==> src/rtl/core/rle_pkg.sv <==
// rle_pkg: constants and command types shared by the run-length encoder
// used by the front end, the command queue and the back end
package rle_pkg;

    localparam int MAX_LITERAL = 32;
    localparam int LIT_CNT_W   = $clog2(MAX_LITERAL + 1);
    localparam int LIT_IDX_W   = (MAX_LITERAL > 1) ? $clog2(MAX_LITERAL) : 1;

    localparam logic [6:0] RUN_LIMIT = 7'd126;
    localparam logic [6:0] MIN_RUN   = 7'd3;

    localparam int CMD_DEPTH = 4;
    localparam int CMD_PTR_W = $clog2(CMD_DEPTH);
    localparam int CMD_CNT_W = $clog2(CMD_DEPTH + 1);

    typedef enum logic [1:0] {
        CMD_EMIT,
        CMD_LIT,
        CMD_FLUSH
    } cmd_op_t;

    typedef struct packed {
        cmd_op_t    op;
        logic [7:0] data;
        logic       last;
    } cmd_t;

endpackage

==> src/rtl/core/rle_stream_if.sv <==
// rle_stream_if: valid/ready channels for raw bytes and encoded bytes
// standalone, no package needed
interface rle_in_if;
    logic       valid;
    logic       ready;
    logic [7:0] data_byte;
    logic       stream_end;

    modport source (output valid, output data_byte, output stream_end, input ready);
    modport sink   (input valid, input data_byte, input stream_end, output ready);
endinterface

interface rle_out_if;
    logic       valid;
    logic       ready;
    logic [7:0] out_byte;
    logic       out_last;

    modport source (output valid, output out_byte, output out_last, input ready);
    modport sink   (input valid, input out_byte, input out_last, output ready);
endinterface

==> src/rtl/core/rle_front.sv <==
// rle_front: tracks the pending run and turns each raw byte into up to three commands
// depends on rle_pkg and rle_in_if
module rle_front
    import rle_pkg::*;
(
    input  logic        clk,
    input  logic        rst_n,
    rle_in_if.sink      raw,
    output logic        push_valid,
    output cmd_t        push_cmd,
    input  logic        push_ready
);

    logic [7:0] run_value_reg, run_value_next;
    logic [6:0] run_count_reg, run_count_next;
    logic       started_reg, started_next;
    logic [1:0] pend_reg;
    cmd_t       list_reg [3];

    cmd_t       cmds [3];
    logic [1:0] n_cmds;
    logic       accept;
    logic       push;

    assign raw.ready  = (pend_reg == 2'd0);
    assign accept     = raw.valid && raw.ready;
    assign push_valid = (pend_reg != 2'd0);
    assign push_cmd   = list_reg[0];
    assign push       = push_valid && push_ready;

    always_comb
    begin
        for (int i = 0; i < 3; i++)
        begin
            cmds[i] = '{op: CMD_FLUSH, data: 8'h00, last: 1'b0};
        end
        n_cmds         = 2'd0;
        run_value_next = run_value_reg;
        run_count_next = run_count_reg;
        started_next   = started_reg;

        if (accept)
        begin
            if (!started_reg)
            begin
                run_value_next = raw.data_byte;
                run_count_next = 7'd1;
                started_next   = 1'b1;
            end
            else if (raw.data_byte != run_value_reg || run_count_reg > RUN_LIMIT)
            begin
                // close the pending run
                if (run_count_reg >= MIN_RUN)
                begin
                    cmds[n_cmds] = '{op: CMD_EMIT, data: {1'b0, run_count_reg}, last: 1'b0};
                    n_cmds = n_cmds + 2'd1;
                    cmds[n_cmds] = '{op: CMD_EMIT, data: run_value_reg, last: 1'b0};
                    n_cmds = n_cmds + 2'd1;
                end
                else
                begin
                    if (run_count_reg == 7'd2)
                    begin
                        cmds[n_cmds] = '{op: CMD_LIT, data: run_value_reg, last: 1'b0};
                        n_cmds = n_cmds + 2'd1;
                    end
                    cmds[n_cmds] = '{op: CMD_LIT, data: run_value_reg, last: 1'b0};
                    n_cmds = n_cmds + 2'd1;
                end
                run_value_next = raw.data_byte;
                run_count_next = 7'd1;
            end
            else
            begin
                run_count_next = run_count_reg + 7'd1;
                if (run_count_next == MIN_RUN)
                begin
                    cmds[n_cmds] = '{op: CMD_FLUSH, data: 8'h00, last: 1'b0};
                    n_cmds = n_cmds + 2'd1;
                end
            end

            if (raw.stream_end)
            begin
                if (run_count_next >= MIN_RUN)
                begin
                    cmds[n_cmds] = '{op: CMD_EMIT, data: {1'b0, run_count_next}, last: 1'b0};
                    n_cmds = n_cmds + 2'd1;
                    cmds[n_cmds] = '{op: CMD_EMIT, data: run_value_next, last: 1'b1};
                    n_cmds = n_cmds + 2'd1;
                end
                else
                begin
                    if (run_count_next == 7'd2)
                    begin
                        cmds[n_cmds] = '{op: CMD_LIT, data: run_value_next, last: 1'b0};
                        n_cmds = n_cmds + 2'd1;
                    end
                    cmds[n_cmds] = '{op: CMD_LIT, data: run_value_next, last: 1'b1};
                    n_cmds = n_cmds + 2'd1;
                end
                run_value_next = 8'h00;
                run_count_next = 7'd0;
                started_next   = 1'b0;
            end
        end
    end

    always_ff @(posedge clk or negedge rst_n)
    begin
        if (!rst_n)
        begin
            run_value_reg <= 8'h00;
            run_count_reg <= 7'd0;
            started_reg   <= 1'b0;
            pend_reg      <= 2'd0;
        end
        else
        begin
            run_value_reg <= run_value_next;
            run_count_reg <= run_count_next;
            started_reg   <= started_next;
            if (accept)
            begin
                pend_reg <= n_cmds;
            end
            else if (push)
            begin
                pend_reg <= pend_reg - 2'd1;
            end
        end
    end

    // command list, shifted down on each transfer into the queue
    always_ff @(posedge clk)
    begin
        if (accept)
        begin
            list_reg <= cmds;
        end
        else if (push)
        begin
            list_reg[0] <= list_reg[1];
            list_reg[1] <= list_reg[2];
        end
    end

endmodule

==> src/rtl/core/rle_cmd_fifo.sv <==
// rle_cmd_fifo: short command queue between the front end and the back end
// depends on rle_pkg
module rle_cmd_fifo
    import rle_pkg::*;
(
    input  logic clk,
    input  logic rst_n,
    input  logic push_valid,
    input  cmd_t push_cmd,
    output logic push_ready,
    output logic pop_valid,
    output cmd_t pop_cmd,
    input  logic pop_ready
);

    cmd_t                 mem [CMD_DEPTH];
    logic [CMD_PTR_W-1:0] wr_ptr_reg;
    logic [CMD_PTR_W-1:0] rd_ptr_reg;
    logic [CMD_CNT_W-1:0] count_reg;
    logic                 do_push;
    logic                 do_pop;

    assign push_ready = (count_reg != CMD_CNT_W'(CMD_DEPTH));
    assign pop_valid  = (count_reg != '0);
    assign pop_cmd    = mem[rd_ptr_reg];
    assign do_push    = push_valid && push_ready;
    assign do_pop     = pop_valid && pop_ready;

    always_ff @(posedge clk or negedge rst_n)
    begin
        if (!rst_n)
        begin
            wr_ptr_reg <= '0;
            rd_ptr_reg <= '0;
            count_reg  <= '0;
        end
        else
        begin
            if (do_push)
            begin
                wr_ptr_reg <= wr_ptr_reg + CMD_PTR_W'(1);
            end
            if (do_pop)
            begin
                rd_ptr_reg <= rd_ptr_reg + CMD_PTR_W'(1);
            end
            if (do_push && !do_pop)
            begin
                count_reg <= count_reg + CMD_CNT_W'(1);
            end
            else if (do_pop && !do_push)
            begin
                count_reg <= count_reg - CMD_CNT_W'(1);
            end
        end
    end

    always_ff @(posedge clk)
    begin
        if (do_push)
        begin
            mem[wr_ptr_reg] <= push_cmd;
        end
    end

endmodule

==> src/rtl/core/rle_back.sv <==
// rle_back: executes commands, owns the literal buffer and the output register
// depends on rle_pkg and rle_out_if
module rle_back
    import rle_pkg::*;
(
    input  logic       clk,
    input  logic       rst_n,
    input  logic       pop_valid,
    input  cmd_t       pop_cmd,
    output logic       pop_ready,
    rle_out_if.source  coded
);

    typedef enum logic [1:0] {
        S_IDLE,
        S_HDR,
        S_DATA
    } state_t;

    state_t               state_reg, state_next;
    logic [LIT_CNT_W-1:0] lit_cnt_reg, lit_cnt_next;
    logic [LIT_IDX_W-1:0] idx_reg, idx_next;
    logic                 flast_reg, flast_next;
    logic                 out_valid_reg;
    logic [7:0]           out_byte_reg;
    logic                 out_last_reg;

    logic [7:0]           lit_mem [MAX_LITERAL];
    logic [7:0]           rd_data_reg;

    logic                 slot_free;
    logic                 wr_en;
    logic                 load;
    logic [7:0]           load_byte;
    logic                 load_last;
    logic [LIT_CNT_W-1:0] lit_inc;
    logic                 at_end;

    assign coded.valid    = out_valid_reg;
    assign coded.out_byte = out_byte_reg;
    assign coded.out_last = out_last_reg;

    assign slot_free = !out_valid_reg || coded.ready;
    assign lit_inc   = lit_cnt_reg + LIT_CNT_W'(1);
    assign at_end    = (LIT_CNT_W'(idx_reg) == lit_cnt_reg - LIT_CNT_W'(1));

    always_comb
    begin
        state_next   = state_reg;
        lit_cnt_next = lit_cnt_reg;
        idx_next     = idx_reg;
        flast_next   = flast_reg;
        pop_ready    = 1'b0;
        wr_en        = 1'b0;
        load         = 1'b0;
        load_byte    = 8'h00;
        load_last    = 1'b0;

        case (state_reg)
            S_IDLE:
            begin
                if (pop_valid)
                begin
                    case (pop_cmd.op)
                        CMD_EMIT:
                        begin
                            if (slot_free)
                            begin
                                pop_ready = 1'b1;
                                load      = 1'b1;
                                load_byte = pop_cmd.data;
                                load_last = pop_cmd.last;
                            end
                        end
                        CMD_LIT:
                        begin
                            pop_ready    = 1'b1;
                            wr_en        = 1'b1;
                            lit_cnt_next = lit_inc;
                            if (lit_inc == LIT_CNT_W'(MAX_LITERAL) || pop_cmd.last)
                            begin
                                state_next = S_HDR;
                                flast_next = pop_cmd.last;
                                idx_next   = '0;
                            end
                        end
                        CMD_FLUSH:
                        begin
                            pop_ready = 1'b1;
                            if (lit_cnt_reg != '0)
                            begin
                                state_next = S_HDR;
                                flast_next = 1'b0;
                                idx_next   = '0;
                            end
                        end
                        default:
                        begin
                            pop_ready = 1'b1;
                        end
                    endcase
                end
            end
            S_HDR:
            begin
                if (slot_free)
                begin
                    load       = 1'b1;
                    load_byte  = 8'd0 - 8'(lit_cnt_reg);
                    load_last  = 1'b0;
                    state_next = S_DATA;
                end
            end
            S_DATA:
            begin
                if (slot_free)
                begin
                    load      = 1'b1;
                    load_byte = rd_data_reg;
                    load_last = flast_reg && at_end;
                    if (at_end)
                    begin
                        lit_cnt_next = '0;
                        idx_next     = '0;
                        state_next   = S_IDLE;
                    end
                    else
                    begin
                        idx_next = idx_reg + LIT_IDX_W'(1);
                    end
                end
            end
            default:
            begin
                state_next = S_IDLE;
            end
        endcase
    end

    always_ff @(posedge clk or negedge rst_n)
    begin
        if (!rst_n)
        begin
            state_reg     <= S_IDLE;
            lit_cnt_reg   <= '0;
            idx_reg       <= '0;
            flast_reg     <= 1'b0;
            out_valid_reg <= 1'b0;
            out_byte_reg  <= 8'h00;
            out_last_reg  <= 1'b0;
        end
        else
        begin
            state_reg   <= state_next;
            lit_cnt_reg <= lit_cnt_next;
            idx_reg     <= idx_next;
            flast_reg   <= flast_next;
            if (load)
            begin
                out_valid_reg <= 1'b1;
                out_byte_reg  <= load_byte;
                out_last_reg  <= load_last;
            end
            else if (coded.ready)
            begin
                out_valid_reg <= 1'b0;
            end
        end
    end

    // literal buffer, read address follows the next index
    always_ff @(posedge clk)
    begin
        if (wr_en)
        begin
            lit_mem[lit_cnt_reg[LIT_IDX_W-1:0]] <= pop_cmd.data;
        end
        rd_data_reg <= lit_mem[idx_next];
    end

    a_cnt_bound: assert property (@(posedge clk) disable iff (!rst_n)
        lit_cnt_reg <= LIT_CNT_W'(MAX_LITERAL))
        else $error("literal count above buffer size");

    a_full_flushes: assert property (@(posedge clk) disable iff (!rst_n)
        (state_reg == S_IDLE) |-> (lit_cnt_reg != LIT_CNT_W'(MAX_LITERAL)))
        else $error("full literal buffer left unflushed");

    a_idx_bound: assert property (@(posedge clk) disable iff (!rst_n)
        (state_reg == S_DATA) |-> (LIT_CNT_W'(idx_reg) < lit_cnt_reg))
        else $error("literal index past buffer fill");

    a_hdr_not_last: assert property (@(posedge clk) disable iff (!rst_n)
        (state_reg == S_HDR && slot_free) |=> (out_valid_reg && !out_last_reg))
        else $error("literal header marked as last");

endmodule

==> src/rtl/core/rle_byte_encoder.sv <==
// rle_byte_encoder: top level of the run-length byte encoder
// depends on rle_pkg, rle_stream_if, rle_front, rle_cmd_fifo and rle_back
//
// usage:
//   raw carries one byte per transfer with stream_end set on the final byte of a
//   stream; coded carries the encoded bytes, out_last set on the final one.
//   a run of 3 to 127 equal bytes becomes a length byte and the value; other
//   bytes collect in a 32-entry literal buffer sent as a negated count and the bytes.
//   the front end takes one raw byte and issues its commands, one per cycle
//   while the queue has room, up to three per byte; the next raw byte is
//   taken the cycle after the last command enters the 4-entry queue.
//   the back end sends at most one coded byte per cycle from its output
//   register, none while coded stalls; a literal flush of n bytes sends the
//   header byte, then the n bytes read through the single literal buffer port.
//   reset clears the run state, queue, literal count and output register;
//   the literal buffer is not cleared, no entry is read before it is written.
//   when coded stalls the output register holds, the back end stops once it
//   has a byte to send, the queue fills and raw ready drops; nothing is lost.
module rle_byte_encoder
    import rle_pkg::*;
(
    input  logic       clk,
    input  logic       rst_n,
    rle_in_if.sink     raw,
    rle_out_if.source  coded
);

    logic push_valid;
    cmd_t push_cmd;
    logic push_ready;
    logic pop_valid;
    cmd_t pop_cmd;
    logic pop_ready;

    rle_front u_front (
        .clk        (clk),
        .rst_n      (rst_n),
        .raw        (raw),
        .push_valid (push_valid),
        .push_cmd   (push_cmd),
        .push_ready (push_ready)
    );

    rle_cmd_fifo u_fifo (
        .clk        (clk),
        .rst_n      (rst_n),
        .push_valid (push_valid),
        .push_cmd   (push_cmd),
        .push_ready (push_ready),
        .pop_valid  (pop_valid),
        .pop_cmd    (pop_cmd),
        .pop_ready  (pop_ready)
    );

    rle_back u_back (
        .clk       (clk),
        .rst_n     (rst_n),
        .pop_valid (pop_valid),
        .pop_cmd   (pop_cmd),
        .pop_ready (pop_ready),
        .coded     (coded)
    );

endmodule

==> src/flat_wrapper.sv <==
// flat-port wrapper written by rule: the top's interface ports become plain ports
module rle_byte_encoder_flat import rle_pkg::*;
  (clk, rst_n, raw_valid, raw_data_byte, raw_stream_end, raw_ready, coded_valid, coded_out_byte, coded_out_last, coded_ready);
  rle_in_if raw_i ();
  rle_out_if coded_i ();
  input  logic clk;
  input  logic rst_n;
  input wire logic [$bits(raw_i.valid)-1:0] raw_valid;
  input wire logic [$bits(raw_i.data_byte)-1:0] raw_data_byte;
  input wire logic [$bits(raw_i.stream_end)-1:0] raw_stream_end;
  output wire logic [$bits(raw_i.ready)-1:0] raw_ready;
  output wire logic [$bits(coded_i.valid)-1:0] coded_valid;
  output wire logic [$bits(coded_i.out_byte)-1:0] coded_out_byte;
  output wire logic [$bits(coded_i.out_last)-1:0] coded_out_last;
  input wire logic [$bits(coded_i.ready)-1:0] coded_ready;
  assign raw_i.valid = raw_valid;
  assign raw_i.data_byte = raw_data_byte;
  assign raw_i.stream_end = raw_stream_end;
  assign raw_ready = raw_i.ready;
  assign coded_valid = coded_i.valid;
  assign coded_out_byte = coded_i.out_byte;
  assign coded_out_last = coded_i.out_last;
  assign coded_i.ready = coded_ready;
  rle_byte_encoder u_core (.clk(clk), .rst_n(rst_n), .raw(raw_i), .coded(coded_i));
endmodule
==> config.mk <==
export PLATFORM = sky130hd
export DESIGN_NAME = rle_byte_encoder_flat
export DESIGN_NICKNAME = d
export VERILOG_FILES = /design/src/rtl/core/rle_pkg.sv /design/src/rtl/core/rle_stream_if.sv /design/src/rtl/core/rle_front.sv /design/src/rtl/core/rle_cmd_fifo.sv /design/src/rtl/core/rle_back.sv /design/src/rtl/core/rle_byte_encoder.sv /design/src/flat_wrapper.sv
export SDC_FILE = /design/constraint.sdc
export NUM_CORES = 1
export LEC_CHECK = 0
export ABC_AREA = 0
export BUFFER_PORTS_ARGS = -buffer_cell sky130_fd_sc_hd__buf_2
export CAP_MARGIN = 5
export CORE_MARGIN = 2
export CORE_UTILIZATION = 57
export CTS_CLUSTER_DIAMETER = 100
export DETAILED_ROUTE_END_ITERATION = 6
export PLACE_DENSITY = 0.75
export RECOVER_POWER = 25
export SYNTH_ARGS = -nofsm -noshare
export SYNTH_HDL_FRONTEND = slang
export SYNTH_SLANG_ARGS = --single-unit
==> constraint.sdc <==
create_clock -name clk -period 4.1 [get_ports clk]
set_clock_uncertainty 0.15 [all_clocks]
set_input_delay 0 -clock clk [delete_from_list [all_inputs] [get_ports clk]]
set_output_delay 0 -clock clk [all_outputs]
set_load 0.02 [all_outputs]
==> results of run 1 <==
[power by group through the flow]
stage	clock [mW]	combinational [mW]	sequential, mW
final	3.65	6.44	6.30
after global routing	3.85	6.95	6.36
after CTS	3.68	6.44	6.28
after detailed placement	0	6.35	6.35
after global placement	0	6.22	6.31
after floorplan	0	4.35	6.17
[area by class of cell]
type	instances	share of cell area [%]
clock buffer	54	5.772
tap	396	2.495
sequential	390	57.36
inverter	34	0.6427
timing repair buffer	86	3.409
multi-input combinational	826	29.36
clock inverter	20	0.9703
[what timing repair did]
item / in CTS / in global routing
endpoints found under the setup margin: 0 / 20
endpoints found under the hold margin: 92 / 0
hold buffers: 18 / 0
setup buffers: 0 / 2
gates resized for setup: 0 / 10
[cells by family (layout without fill, tap and decap cells)]
family / Yosys count / after routing / synth area share (%)
fa+ha+maj: 26 / 26 / 1.892
xor+xnor: 32 / 32 / 1.672
mux: 175 / 175 / 10.69
simple gates: 365 / 365 / 9.533
buf+inv: 101 / 194 / 2.554
compound gates: 228 / 228 / 8.914
flops: 390 / 390 / 64.74
[worst max-delay path, cell delays in order, from the launching register on]
cell     delay, ns
dfrtp_1       0.49
inv_1         0.13
ha_1          0.27
nor3b_1       0.27
xnor2_1       0.19
xor2_1        0.26
nand2_1       0.21
a32oi_4       0.30
buf_12        0.24
buf_12        0.27
mux2i_1       0.25
mux2i_1       0.11
a32oi_2       0.33
nand4_1       0.17
[layer usage]
| layer | share of wire [%] | wire [um] |
|---|---|---|
| met1 | 40 | 16460 |
| met2 | 50 | 20300 |
| met3 | 6.3 | 2575 |
| met4 | 3.7 | 1515 |
| met5 | 0 | 0 |
[worst min path at each step]
stage	start	depth (start not counted)	endpoint	slack (ns)
floorplan	rst_n	0	u_core.u_back.coded.out_byte[0]	-0.45
global placement	rst_n	2	u_core.u_front.run_value_reg[1]	0.02
finish	raw_data_byte[7]	4	u_core.u_front.run_value_reg[7]	0.21
global route	raw_data_byte[7]	4	u_core.u_front.run_value_reg[7]	0.21
detailed placement	rst_n	2	u_core.u_front.run_value_reg[2]	0.02
CTS	raw_data_byte[0]	4	u_core.u_front.run_value_reg[0]	0.19
[cells in the final DEF, fill, tap and decap left out, drive strengths merged, types with 7 or more instances in the layout]
| cell type | Yosys | layout |
|---|---|---|
| clkbuf | 38 | 70 |
| a32oi | 32 | 32 |
| a22oi | 19 | 19 |
| and2 | 12 | 12 |
| xnor2 | 23 | 23 |
| dfrtp | 49 | 49 |
| o21a | 7 | 7 |
| a21oi | 59 | 59 |
| clkinv | 3 | 17 |
| xor2 | 8 | 8 |
| dlygate4sd3 | 0 | 18 |
| inv | 31 | 34 |
| edfxtp | 333 | 333 |
| nand2 | 144 | 144 |
| mux2i | 162 | 162 |
| nand2b | 7 | 7 |
| o22ai | 7 | 7 |
| o21ai | 48 | 48 |
| a22o | 10 | 10 |
| nor2 | 112 | 112 |
| dfxtp | 8 | 8 |
| nand4 | 20 | 20 |
| or2 | 7 | 7 |
| nand3 | 13 | 13 |
| nor3 | 23 | 23 |
| buf | 29 | 52 |
| mux4 | 10 | 10 |
| ha | 25 | 25 |
==> impl_summary.txt, run 1 <==
----------------------------------------------------
[Worst setup path]
  Type of the worst setup path ... flip-flop to flip-flop
  CP Capture Type ... flip-flop
  Critical Path RT ... ~4.3 ns
  Destination of the critical timing path ... u_core.u_back.rd_data_reg[6]
  Critical path origin ... u_core.u_back.lit_cnt_reg[1]
  Endpoint of the worst-slack reg-to-reg timing path ... u_core.u_back.rd_data_reg[6]
  Arrival time at the worst endpoint ... about 4.1 ns
  Reg2reg start ... u_core.u_back.lit_cnt_reg[1]
  Number of cells on the worst reg-to-reg path ... 13
  Worst Setup Start Kind ... flip-flop
  Max Fanout on Critical Path ... 33
  Worst setup slack for register-to-register paths ... roughly 0.27 ns

[Outcome]
  Status ... finished with violations
  Violated checks ... DRC, capacitance limit, slew limit

[Yosys]
  Leading cell type by number of instances after synthesis ... edfxtp_1
  Number of register bits inferred by synthesis ... 390
  Most instantiated cells after synthesis ... edfxtp_1, mux2i_1, nand2_1, nor2_1, a21oi_1
  Most area-consuming cells after synthesis ... edfxtp_1, mux2i_1, dfrtp_1, nand2_1, nor2_1
  Post-synth top area share ... between 50% and 60%
  Netlist area before placement ... 17590 um^2
  Avg Cell Area, Syn ... ~13 um^2
  Dominant cell type by area after synthesis ... edfxtp_1
  Yosys Warn Count ... 0
  Number of different library cells in the post-synthesis netlist ... 78
  Synthesized Nets ... about 1400
  Asr flop ratio synth ... roughly 13%
  Number of standard cells after synthesis ... approximately 1300
  Register area share after synthesis ... 64.74%
  Number of synthesized flops with an enable pin ... between 300 and 400
  Post-synth top flop ... edfxtp_1

[Timing]
  Tightest Pin Transition ... 1.609 ns
  Final hold violations ... 0
  Worst setup margin ... between 0.2 and 0.3 ns
  Total of endpoints with negative setup slack in the final report ... 0
  Final number of max-transition violations ... 38
  Clock period minus worst slack ... about 3.8 ns
  Setup repair after global routing missed its margin ... no
  Maximum clock rate ... approximately 260 MHz
  Headroom to the max-slew limit ... -7.280%
  Setup TNS after final layout ... 0 ns
  Min Hold Slack ... just over 0.2 ns
  Part of the cycle the worst path needs ... 93.31%

[Global route]
  Grt met2 use ... between 40% and 50%
  Met3 track demand over resource ... roughly 3.2%
  Overall track demand over capacity in global routing ... ~25%
  Grt met1 use ... 33.73%
  Most Crowded Layer GR ... met2
  Remaining global-route overflow ... 0
  Number of antenna violations at the first check in global routing ... 0
  Maximum number of pins on one net before global-route repair ... 50
  First-pass GRT wire length ... 63880 um
  Via count of the first global-routing pass ... approximately 11000

[CTS]
  Number of clock buffers inserted by TritonCTS ... 40
  Clk sinks ... 390
  Worst-case clock buffer depth ... 3
  Clock Root Buffer ... clkbuf_16
  Clock input transition at the sequential cells of the worst setup and hold paths ... approximately 0.060 ns
  Clock latency at the later pin of the worst-skew pair ... 0.53 ns
  Level count of the clock H-tree ... 2
  CTS tree ... done

[Routing]
  Ratio of routed vias to standard cells ... slightly above 6
  1st-iter DRT viols ... around 1200
  Routed length per instance ... approximately 23 um
  Pre-antenna DRT Iters ... 7
  Total DRC errors in the routed layout ... 7
  Remaining antenna violation count ... 0
  DRT Wirelength ... roughly 41000 um
  Total via count after detailed routing ... 11180

[Floorplanning]
  Placeable core region ... around 30000 um^2
  Die width ... 179.7 um
  Die ar. ... between 30000 and 40000 um^2
  Top-level I/O count ... 24
  Starting Density ... between 50% and 60%
  # rows ... 64
  Height of the die ... 179.7 um

[Cells and area]
  Ratio of cells with drive above 1 in the final layout ... a little under an eighth
  Design Area, Final ... around 20000 um^2
  Net count reported at finish ... ~1400
  Max reg flops ... 256
  Post-route non-filler standard cell count ... 1806
  Layout area overhead ... 12.91%
  Number of fill cells in the layout ... 2162
  Diodes inserted ... 0
  Post-Route Utilization ... approximately two thirds
  Area of combinational cells with multiple inputs ... just under 6000 um^2
  Combined flip-flop and latch cell area ... roughly 11000 um^2

[Pwr]
  Leakage power ... 7.596 nW
  Switching power as a share of total power ... about 37%
  Sequential group share of total power ... 38.4%
  VDD IR max ... about 0.44 mV
  Clock share of power ... roughly 22%
  Switching component of the power ... ~6.1 mW
  Cell internal power dissipation ... a little over 10 mW
  Power per cell area ... roughly 830 nW/um^2
  Portion of total power attributed to combinational logic ... ~39%
  PnR Total Power ... 16.39 mW

[Flow run]
  Maximum capacitance violations ... 1

[Placement]
  Setup WS pre-CTS ... slightly above 0.1 ns
  DP HPWL ... around 26000 um
  Count of input and output buffers ... 23
  Final RePlAce weighted congestion ... about 0.95
  Inst Count DP ... approximately 1700
  Post-detailed-placement cell area ... 18300 um^2

[Hold path]
  Class of the worst hold path ... input port to flip-flop

----------------------------------------------------
Power figures use the tool's default switching activity.
==> inputs of run 2 (changes only) <==
--- a/config.mk
+++ b/config.mk
@@ -8,12 +8,15 @@
 export ABC_AREA = 0
 export BUFFER_PORTS_ARGS = -buffer_cell sky130_fd_sc_hd__buf_2
 export CAP_MARGIN = 5
+export CELL_PAD_IN_SITES_DETAIL_PLACEMENT = 0
+export CELL_PAD_IN_SITES_GLOBAL_PLACEMENT = 1
 export CORE_MARGIN = 2
-export CORE_UTILIZATION = 57
+export CORE_UTILIZATION = 48
 export CTS_CLUSTER_DIAMETER = 100
 export DETAILED_ROUTE_END_ITERATION = 6
-export PLACE_DENSITY = 0.75
+export PLACE_DENSITY = 0.78
 export RECOVER_POWER = 25
+export REMOVE_ABC_BUFFERS = 1
 export SYNTH_ARGS = -nofsm -noshare
 export SYNTH_HDL_FRONTEND = slang
 export SYNTH_SLANG_ARGS = --single-unit
==> run 2 against run 1 <==
The run now ends clean. First-iteration DRC count down 33%. Routed wire length up 0.37%. Global-route usage down 3.7 points. Sequential cell count unchanged. Via count down 3.4%. Design area up 0.50%. Non-clock buffer count up 6. Sequential share of layout area down 0.30 points. Clock-buffer cell count down 2. Fmax down 0.22%. Final cell count up 4.4%. Largest power group unchanged.
==> impl_summary.txt, run 2 (synthesis gave the netlist of run 1 again) <==
----------------------------------------------------
[Hold path]
  Class of the worst hold path ... input port to flip-flop (unchanged)

[Floorplanning]
  Die width ... 195.4 um (was 179.7 um)
  Height of the die ... 195.4 um (was 179.7 um)
  Starting Density ... 48.39% (was 57.64%)
  Placeable core region ... 36350 um^2 (was 30510 um^2)
  Die ar. ... 38190 um^2 (was 32280 um^2)
  # rows ... 70 (was 64)
  Top-level I/O count ... 24 (unchanged)

[Routing]
  Ratio of routed vias to standard cells ... 5.728 (was 6.189)
  Wire length the detailed router placed on met1 ... 17620 um (was 16460 um)
  Met2 Wirelength ... 19800 um (was 20300 um)
  Total via count after detailed routing ... 10800 (was 11180)
  Total DRC errors in the routed layout ... 0 (was 7)
  Remaining antenna violation count ... 0 (unchanged)
  Top metal layer carrying routed signals ... met4 (unchanged)
  1st-iter DRT viols ... 805 (was 1195)
  Met3 layer wire length in the routed design ... 1960 um (was 2575 um)
  Pre-antenna DRT Iters ... 5 (was 7)
  Routed length per instance ... 21.75 um (was 22.62 um)
  DRT Wirelength ... 41000 um (was 40850 um)

[Worst setup path]
  Endpoint of the worst-slack reg-to-reg timing path ... u_core.u_back.rd_data_reg[2] (was u_core.u_back.rd_data_reg[6])
  Type of the worst setup path ... flip-flop to flip-flop (unchanged)
  Destination of the critical timing path ... u_core.u_back.rd_data_reg[2] (was u_core.u_back.rd_data_reg[6])
  Critical Path RT ... 4.44 ns (was 4.32 ns)
  Worst Setup Start Kind ... flip-flop (unchanged)
  Reg2reg start ... u_core.u_back.lit_cnt_reg[2] (was u_core.u_back.lit_cnt_reg[1])
  Max Fanout on Critical Path ... 19 (was 33)
  Number of cells on the worst reg-to-reg path ... 9 (was 13)
  Worst setup slack for register-to-register paths ... 0.27 ns (about the same)
  CP Capture Type ... flip-flop (unchanged)
  Arrival time at the worst endpoint ... 4.18 ns (was 4.05 ns)
  Critical path origin ... u_core.u_back.lit_cnt_reg[2] (was u_core.u_back.lit_cnt_reg[1])

[Timing]
  Total of endpoints with negative setup slack in the final report ... 0 (unchanged)
  Tightest Pin Transition ... 1.445 ns (was 1.609 ns)
  Maximum clock rate ... 260.8 MHz (was 261.4 MHz)
  Final number of max-transition violations ... 0 (was 38)
  Clock period minus worst slack ... 3.834 ns (was 3.826 ns)
  Headroom to the max-slew limit ... 3.640% (was -7.280%)
  Final hold violations ... 0 (unchanged)
  Part of the cycle the worst path needs ... 93.51% (was 93.31%)

[CTS]
  Level count of the clock H-tree ... 2 (unchanged)
  Clk sinks ... 390 (unchanged)
  Clock latency at the later pin of the worst-skew pair ... 0.56 ns (was 0.53 ns)
  Clock input transition at the sequential cells of the worst setup and hold paths ... 0.06 ns (about the same)
  Clock Root Buffer ... clkbuf_16 (unchanged)
  Worst-case clock buffer depth ... 3 (unchanged)
  Number of clock buffers inserted by TritonCTS ... 41 (was 40)
  CTS tree ... done (unchanged)

[Cells and area]
  Commonest cells after routing, fill and taps aside ... edfxtp_1, mux2i_1, nand2_1 (unchanged)
  Most common cell after layout, fill and taps aside ... edfxtp_1 (unchanged)
  Ratio of cells with drive above 1 in the final layout ... 11.36% (was 11.28%)
  Area of combinational cells with multiple inputs ... 5792 um^2 (was 5829 um^2)
  Max reg flops ... 256 (unchanged)
  Combined flip-flop and latch cell area ... 11390 um^2 (about the same)
  Number of fill cells in the layout ... 2985 (was 2162)
  Post-route non-filler standard cell count ... 1885 (was 1806)
  Diodes inserted ... 0 (unchanged)
  Layout area overhead ... 13.48% (was 12.91%)
  Net count reported at finish ... 1424 (was 1417)

[Global route]
  Maximum number of pins on one net before global-route repair ... 50 (unchanged)
  Number of antenna violations at the first check in global routing ... 0 (unchanged)
  Remaining global-route overflow ... 0 (unchanged)
  First-pass GRT wire length ... 62760 um (was 63880 um)
  Overall track demand over capacity in global routing ... 21.73% (was 25.38%)
  Via count of the first global-routing pass ... 10730 (was 10980)

[Placement]
  DP HPWL ... 27070 um (was 25890 um)
  Final RePlAce weighted congestion ... 0.8933 (was 0.9541)
  Count of input and output buffers ... 23 (unchanged)
  Inst Count DP ... 1794 (was 1712)

[Pwr]
  VDD IR max ... 0.4161 mV (was 0.4381 mV)
  Leakage power ... 7.618 nW (was 7.596 nW)
  PnR Total Power ... 16.32 mW (was 16.39 mW)
  Power per cell area ... 817.8 nW/um^2 (was 825.2 nW/um^2)

[Flow run]
  Maximum capacitance violations ... 0 (was 1)

[Outcome]
  Status ... finished clean (was finished with violations)

----------------------------------------------------
==> run 2: how the worst min path moves through the flow <==
stage	slack (ns)	cells past startpoint	end	start
global placement	0.04	2	u_core.u_fifo.wr_ptr_reg[1]	rst_n
detailed placement	0.05	2	u_core.u_fifo.wr_ptr_reg[1]	rst_n
CTS	0.15	4	u_core.u_front.run_value_reg[7]	raw_data_byte[7]
floorplan	-0.45	0	u_core.u_back.coded.out_byte[0]	rst_n
global route	0.22	4	u_core.u_front.run_value_reg[4]	raw_data_byte[4]
finish	0.17	4	u_core.u_front.run_value_reg[7]	raw_data_byte[7]
==> run 2: stage by stage <==
step | TNS (ns) | util [%] | setup slack, ns | hold slack (ns) | cell area, um^2
after detailed placement | 0 | 50.85 | 0.1771 | 0.05204 | 18480
after CTS | 0 | 54.97 | 0.1636 | 0.1529 | 19980
final | 0 | 54.91 | 0.2661 | 0.1726 | 19960
after floorplan | -79.47 | - | -8.610 | -0.4456 | 17270
after global routing | -0.0002083 | 54.91 | -0.0002083 | 0.2165 | 19960
after global placement | 0 | 50.85 | 0.1788 | 0.04166 | 18480
==> run 2: per-layer routing <==
metal	vias up	global-route usage, %
met5	-	0
met4	0	9.782
met3	88	3.212
met2	306	35.93
met1	5296	28.63
li1	5108	-
==> run 2: power breakdown <==
part           switching (mW)  leakage (nW)  internal [mW]
Clock                    1.52         0.653           2.15
Combinational            4.12          3.26           2.26
Sequential              0.446          3.70           5.83
==> run 2: cell type report <==
cell class | count | area share, %
Sequential cell | 390 | 57.06
Multi-Input combinational cell | 826 | 29.02
Clock buffer | 52 | 5.454
Inverter | 34 | 0.6395
Clock inverter | 23 | 1.241
Tap cell | 468 | 2.934
Timing Repair Buffer | 92 | 3.655
==> run 2: worst max-delay path, stage by stage, from the launching register on <==
cell,delay (ns)
dfrtp_1,0.66
nor3_4,0.36
a21boi_1,0.14
nor4_2,0.40
a31oi_1,0.24
a22oi_1,0.56
nand2_1,0.16
nor2_1,0.54
a32oi_1,0.36
nand4_1,0.18
==> run 2: what timing repair did <==
item | in CTS | in global routing
hold buffers | 16 | 0
resized for setup | 0 | 3
endpoints found under the hold margin | 97 | 0
setup endpoints to repair | 0 | 3
setup buffers | 0 | 0
